===== config.mk =====
export PLATFORM = sky130hd
export DESIGN_NAME = tip_ctrl
export DESIGN_NICKNAME = d
export VERILOG_FILES = /design/src/rtl/tagged_interval_profiler_unit_assert.svh /design/src/rtl/tip_pkg.sv /design/src/rtl/tip_ctrl.sv
export SDC_FILE = /design/constraint.sdc
export NUM_CORES = 1
export LEC_CHECK = 0
export BUFFER_PORTS_ARGS = -buffer_cell sky130_fd_sc_hd__clkbuf_2
export CORE_AREA = 2 2 39 41
export DETAILED_ROUTE_END_ITERATION = 8
export DIE_AREA = 0 0 41 43
export GPL_TIMING_DRIVEN = 0
export PLACE_DENSITY = 0.69
export RECOVER_POWER = 100
export SYNTH_ARGS = -nofsm -noshare
export SYNTH_HDL_FRONTEND = slang
export SYNTH_SLANG_ARGS = --single-unit

===== constraint.sdc =====
create_clock -name clk -period 1.78 [get_ports clk]
set_clock_uncertainty 0.05 [all_clocks]
set_input_delay 0.178 -clock clk [delete_from_list [all_inputs] [get_ports clk]]
set_output_delay 0.178 -clock clk [all_outputs]
set_load 0.01 [all_outputs]

===== src/rtl/tagged_interval_profiler_unit_assert.svh =====
// Assertion macros used by the profiler top level.
`ifndef TAGGED_INTERVAL_PROFILER_UNIT_ASSERT_SVH
`define TAGGED_INTERVAL_PROFILER_UNIT_ASSERT_SVH

// The consequent must hold in the same cycle as the trigger.
`define TIP_ASSERT_SAME(label, clk, rst, trig, cons, msg) \
  label: assert property (@(posedge clk) disable iff (rst) (trig) |-> (cons)) \
    else $error(msg);

// The consequent must hold in the cycle after the trigger.
`define TIP_ASSERT_NEXT(label, clk, rst, trig, cons, msg) \
  label: assert property (@(posedge clk) disable iff (rst) (trig) |=> (cons)) \
    else $error(msg);

`endif


===== src/rtl/tip_pkg.sv =====
`default_nettype none
package tip_pkg;
  localparam int SLOT_COUNT = 32;
  localparam int SLOT_W = (SLOT_COUNT > 1) ? $clog2(SLOT_COUNT) : 1;
  localparam logic [31:0] WINDOW_RESET = 32'd1000000;

  localparam logic [1:0] CMD_BEGIN = 2'd0;
  localparam logic [1:0] CMD_END   = 2'd1;
  localparam logic [1:0] CMD_OPEN  = 2'd2;
  localparam logic [1:0] CMD_CLOSE = 2'd3;

  typedef struct packed {
    logic find;
    logic open_sess;
    logic alloc_begin;
    logic end_elapsed;
    logic end_write;
    logic flush_start;
    logic scan_next;
    logic div_start;
    logic emit;
    logic flush_finish;
  } tip_cmd_t;

  typedef struct packed {
    logic [1:0] command;
    logic       key_zero;
    logic       sess_open;
    logic       hit;
    logic       free_ok;
    logic       running;
    logic       flush_due;
    logic       qualify;
    logic       rest_none;
    logic       div_done;
    logic       out_free;
  } tip_stat_t;
endpackage
`default_nettype wire


===== src/rtl/tip_ctrl.sv =====
`default_nettype none
module tip_ctrl (
  input  wire logic              clk,
  input  wire logic              rst,
  input  wire logic              in_fire,
  input  wire tip_pkg::tip_stat_t stat,
  output tip_pkg::tip_cmd_t      cmd,
  output logic                   idle
);
  import tip_pkg::*;

  localparam logic [3:0] S_IDLE   = 4'd0;
  localparam logic [3:0] S_FIND   = 4'd1;
  localparam logic [3:0] S_DECIDE = 4'd2;
  localparam logic [3:0] S_ELAP   = 4'd3;
  localparam logic [3:0] S_ACC    = 4'd4;
  localparam logic [3:0] S_SCAN   = 4'd5;
  localparam logic [3:0] S_LOAD   = 4'd6;
  localparam logic [3:0] S_DIV    = 4'd7;
  localparam logic [3:0] S_EMIT   = 4'd8;

  logic [3:0] state, state_next;

  always_ff @(posedge clk) begin
    if (rst) begin
      state <= S_IDLE;
    end else begin
      state <= state_next;
    end
  end

  assign idle = (state == S_IDLE);

  always_comb begin
    cmd = '0;
    state_next = state;
    case (state)
      S_IDLE: begin
        if (in_fire) state_next = S_FIND;
      end
      S_FIND: begin
        cmd.find = 1'b1;
        state_next = S_DECIDE;
      end
      S_DECIDE: begin
        state_next = S_IDLE;
        if (stat.command == CMD_OPEN) begin
          cmd.open_sess = !stat.sess_open;
        end else if (!stat.sess_open) begin
          state_next = S_IDLE;
        end else if (stat.command == CMD_CLOSE) begin
          cmd.flush_start = 1'b1;
          state_next = S_SCAN;
        end else if (stat.key_zero) begin
          state_next = S_IDLE;
        end else if (stat.command == CMD_BEGIN) begin
          cmd.alloc_begin = stat.hit || stat.free_ok;
        end else if (stat.hit && stat.running) begin
          state_next = S_ELAP;
        end
      end
      S_ELAP: begin
        cmd.end_elapsed = 1'b1;
        state_next = S_ACC;
      end
      S_ACC: begin
        cmd.end_write = 1'b1;
        if (stat.flush_due) begin
          cmd.flush_start = 1'b1;
          state_next = S_SCAN;
        end else begin
          state_next = S_IDLE;
        end
      end
      S_SCAN: begin
        if (stat.qualify) begin
          state_next = S_LOAD;
        end else if (stat.rest_none) begin
          cmd.flush_finish = 1'b1;
          state_next = S_IDLE;
        end else begin
          cmd.scan_next = 1'b1;
        end
      end
      S_LOAD: begin
        cmd.div_start = 1'b1;
        state_next = S_DIV;
      end
      S_DIV: begin
        if (stat.div_done) state_next = S_EMIT;
      end
      S_EMIT: begin
        if (stat.out_free) begin
          cmd.emit = 1'b1;
          if (stat.rest_none) begin
            cmd.flush_finish = 1'b1;
            state_next = S_IDLE;
          end else begin
            cmd.scan_next = 1'b1;
            state_next = S_SCAN;
          end
        end
      end
      default: begin
        state_next = S_IDLE;
      end
    endcase
  end
endmodule
`default_nettype wire


=== After elaboration in Yosys (flattened, before gate mapping) ===
Cells that the tools add are included.

* Bits in registers: 4
* Bits of input ports: 15
* Output and inout port bits: 11
* Word-level logic and storage cells: 60

* Eq/ne operators: 14
* Multiplexer cells: 39
* Reduce and logical (&&, ||, !) cells: 6

{| class="wikitable"
|+ Operator list
! kind !! number
|-
| 4-bit 2-to-1 mux || 10
|-
| 4-bit one-hot mux with 9 select lines || 1
|-
| 1-bit 2-to-1 mux || 20
|-
| 4-bit by 3-bit == test with 1-bit output, second input constant || 4
|-
| 4-bit by 2-bit == test with 1-bit output, second input constant || 2
|-
| 2-bit 2-to-1 mux || 3
|-
| 3-bit 2-to-1 mux || 2
|-
| 2-bit != test, second input constant || 3
|-
| 1-bit one-hot mux with 2 select lines || 3
|-
| 2-bit == test, second input constant || 2
|-
| 4-bit by 1-bit == test with 1-bit output, second input constant || 1
|-
| 4-bit == test, second input constant || 1
|-
| 4-bit logical NOT || 1
|-
| 4-bit AND reduction || 1
|-
| 3-bit != test, second input constant || 1
|-
| 2-bit logical NOT || 1
|-
| 1-bit logical AND || 1
|-
| 1-bit logical NOT || 1
|-
| 1-bit logical OR || 1
|}

=== Longest topological paths before layout ===
* Word-level depth: 8
* Mapped depth: 7
* Mapped depth without buffers: 5

=== Worst setup path before layout ===
Ideal clock, no wire load.

* Kind: register to register
* Start: reg state[3]
* End: reg state[0]
* Setup time: 74 ps
* Data arrival time: 1441 ps
* Data required time: 1656 ps
* Slack: 215 ps
* Stages on the path, launching flop included: 7
* Path buffers: 1
* Period minus slack after synthesis: 1565 ps
* Path through: dfxtp_1 buf_6 nor4b_2 a32o_2 nor3_1 nand2b_1 a31oi_1

* Word-level cells in the longest chain between the ends: 3
* Elaborated cells between the ends (all ways): 15
* Those cells by class: eq/ne (12); mux (1); reduce/logical (2)

{| class="wikitable"
|+ RTL lines
! element !! line !! RTL
|-
| start, declared || tip_ctrl.sv:22 || <nowiki>logic [3:0] state, state_next;</nowiki>
|-
| start signal, assigned || tip_ctrl.sv:28 || <nowiki>state <= state_next;</nowiki>
|-
| 4-bit by 3-bit == test with 1-bit output (tied with other cells) || tip_ctrl.sv:37 || <nowiki>case (state)</nowiki>
|-
| 3-bit != test (no source line) / 2-bit != test (equally long branches) || -- ||
|-
| 4-bit AND reduction (no source line) || -- ||
|}

Parallel ways exist; a longest one is shown, timed or not.
A chain may end at the register's enable or synchronous reset.

==> impl_metrics.toml <==
[sta]
rsz0062_at_grt = "false"
slew_violations = 0
slew_headroom = 0.7660
fmax_mhz = 604.4
final-setup-viol-count = 0
hold_viol = 0
fin_crit_sh = 0.9295
period_needed_ns = 1.654
fin_setup_tns_ns = 0
tightest_slew_ns = 0.3484

[logic_synthesis]
synth_edf_count = 0
synth_top_family_by_area = "simple AND/OR/NAND/NOR gates"
yosys.cell_types.count = 35
synthAdderAreaFrac = 0
yosys.area_share.simple = 0.5468
ys_async_sr_fraction = 0
synth_top_area_frac = 0.1576
syn_area_per_cell_um2 = 7.470
synthFlopType = "dfxtp_1"
synth_most_common_cell = "nor2_1"
syn_nets = 83
syn_inst = 68
synthMuxAreaShare = 0
yosys.area.top_type = "dfxtp_1"
synth_area_leaders = "dfxtp_1 (16%), nor3_1 (6.9%), nor2_1 (6.7%), nor4b_4 (4.7%), a21oi_1 (3.9%)"
syn-cell-area_um2 = 508.0
yosysSeqAreaShare = 0.1576
synth-compound-area-share = 0.1995
synth_xor_area_frac = 0
ys_ff_latch = 4
yosysWarnings = 0
synth_commonest_cells = "nor2_1 (9), nor3_1 (7), a21oi_1 (4), dfxtp_1 (4), nand2_1 (4)"

[layout]
syn_to_final_growth_pct = 45.07
fin_area_um2 = 737.0
multi_input_area_um2 = 391.6
final_util = 0.5326
final-seq-area_um2 = 86.33
largest_register_ff_count = 4
diodes = 0
nets = 116
reg_top3 = "state (4)"
drive_gt1_frac = 0.4646
largest-register = "state"
nFillCells = 145

[drt]
avgViaCountPerCell = 5.487
wl_per_cell_um = 12.24
totalWireLength_mm = 1.408
first_pass_iters = 4
drc = 0
ant_nets = 0
num_vias = 631
drt_iter0_drc = 12

[clocking]
clkLatencyLatePin_ns = 0.23
cts_tree = "built"
cts_max_path_buffers = 2
path_clk_slew_ns = 0.04
root_buffer = "clkbuf_4"
cts.htree.levels = 1
cts.sinks = 4
numCtsBuffers = 3
postCtsHoldBufs = 0

[floorplanning]
ios = 26
start_util = 0.3671
die_width_um = 41
fp-row-count = 14
core-area_mm2 = 0.001384
die_height_um = 43
dieArea_mm2 = 0.001763

[outcome]
status = "complete, no violations"

[global_routing]
overflow = 0
grt_util_all_layers = 0.1891
antenna_found_initial = 0
grt_pass1_wl_mm = 2.346
grt_start_max_net_pins = 11
grt_pass1_vias = 562

[power]
power.density_mw_per_mm2 = 1034
finalPower_w = 0.0007617
vdd_drop_max_uv = 526.7
p_leak_nw = 0.3291

[setup_path]
crit_path_max_incr_delay_ns = 0.30
cp-start-kind = "register"
critical_path_buf_inv_count = 2
crit_type = "register to primary output"
crit_chain = "buf_6, nor4b_4, nand3_1, nor3_1, clkbuf_2"
critPathSlowestCell = "dfxtp_1"
crit_required_ns = 1.55
worstPathArrival_ns = 1.43
cp_top_family = "simple AND/OR/NAND/NOR gates"
crit_path_max_fanout = 8
cp-end-kind = "primary output"

[placed_design]
gp_congestion = 0.7661
dpl.hpwl_mm = 1.064
place.port_buffers = 25
placed_area_um2 = 653.1

[worst_hold_path]
worstHoldPathType = "input pin to register"

[job]
maxCapViolCount = 0
==> worst reg2reg max path: cells and delay by family (launching register included) <==
kind	cells	cell delay (ns)
AO/OA/AOI/OAI	2	0.51
AND/OR/NAND/NOR	3	0.52
buffers and inverters	1	0.13
flip-flops	1	0.30
==> kinds of logic (layout without fill, tap and decap cells) <==
kind of cell / after synthesis / in the layout
buffers and inverters: 6 / 37
AO/OA/AOI/OAI: 15 / 15
AND/OR/NAND/NOR: 43 / 43
flip-flops: 4 / 4
==> final cells by class <==
class / count / share of cell area
timing repair buffer: 28 / 0.2173
clock buffer: 3 / 0.03056
inverter: 1 / 0.005093
multi-input combinational: 58 / 0.5314
tap: 16 / 0.02716
buffer: 5 / 0.07131
sequential: 4 / 0.1171
==> metrics by stage <==
step           setup WS [ns]  cells  hold slack, ns
2_1_floorplan         0.2152     68          0.1971
3_3_place_gp          0.1402    109          0.3423
3_5_place_dp          0.1040    109          0.3488
4_1_cts              0.01437    112          0.1000
5_1_grt             0.004194    115          0.1139
6_report              0.1256    115          0.1083
==> timing repair <==
item | in CTS | in global routing
setup endpoints to repair | 2 | 3
setup buffers | 0 | 3
gates resized for setup | 2 | 9
gates cloned | 0 | 0
pin swaps | 0 | 2
==> report_power, final <==
part | leakage (nW) | internal [W] | switching (W) | total (W)
registers | 0.0343 | 0.000120 | 0.0000377 | 0.000158
clock network | 0.0138 | 0.0000751 | 0.0000318 | 0.000107
logic | 0.281 | 0.000257 | 0.000240 | 0.000497
total | 0.329 | 0.000452 | 0.000310 | 0.000762
==> routing by layer <==
metal  vias up  part of all wire  GRT usage
li1        318                 -          -
met1       293              0.45     0.2460
met4         0                 0    0.08000
met3         0             0.048    0.04712
met5         -                 0          0
met2        20              0.50     0.2844
==> worst paths after layout <==
check,slack [ns],from,cells after the start,to
setup / recovery,0.13,state[2],5,cmd[7]
hold / removal,0.11,rst,2,state[0]
setup reg to reg,0.19,state[2],6,state[0]
hold reg to reg,0.67,state[3],4,state[1]
==> layout by cell type, fill, tap and decap left out, drive strengths merged <==
cell type,count
or3b,1
dfxtp,4
a31oi,2
and3b,1
o21ai,3
nand2,4
nand3,2
buf,10
nor2b,1
nor4b,2
inv,1
and3,1
nand4b,1
a21oi,4
nor2,9
nor3,7
nand3b,2
or4b,1
a311oi,1
a32oi,1
clkbuf,26
nand2b,3
o21bai,1
nand4bb,1
or2b,1
and2b,1
a32o,1
or3,1
nor3b,2
nor4,1
o22a,2
and2,1
Note: power is estimated with default switching activity, not from simulation.
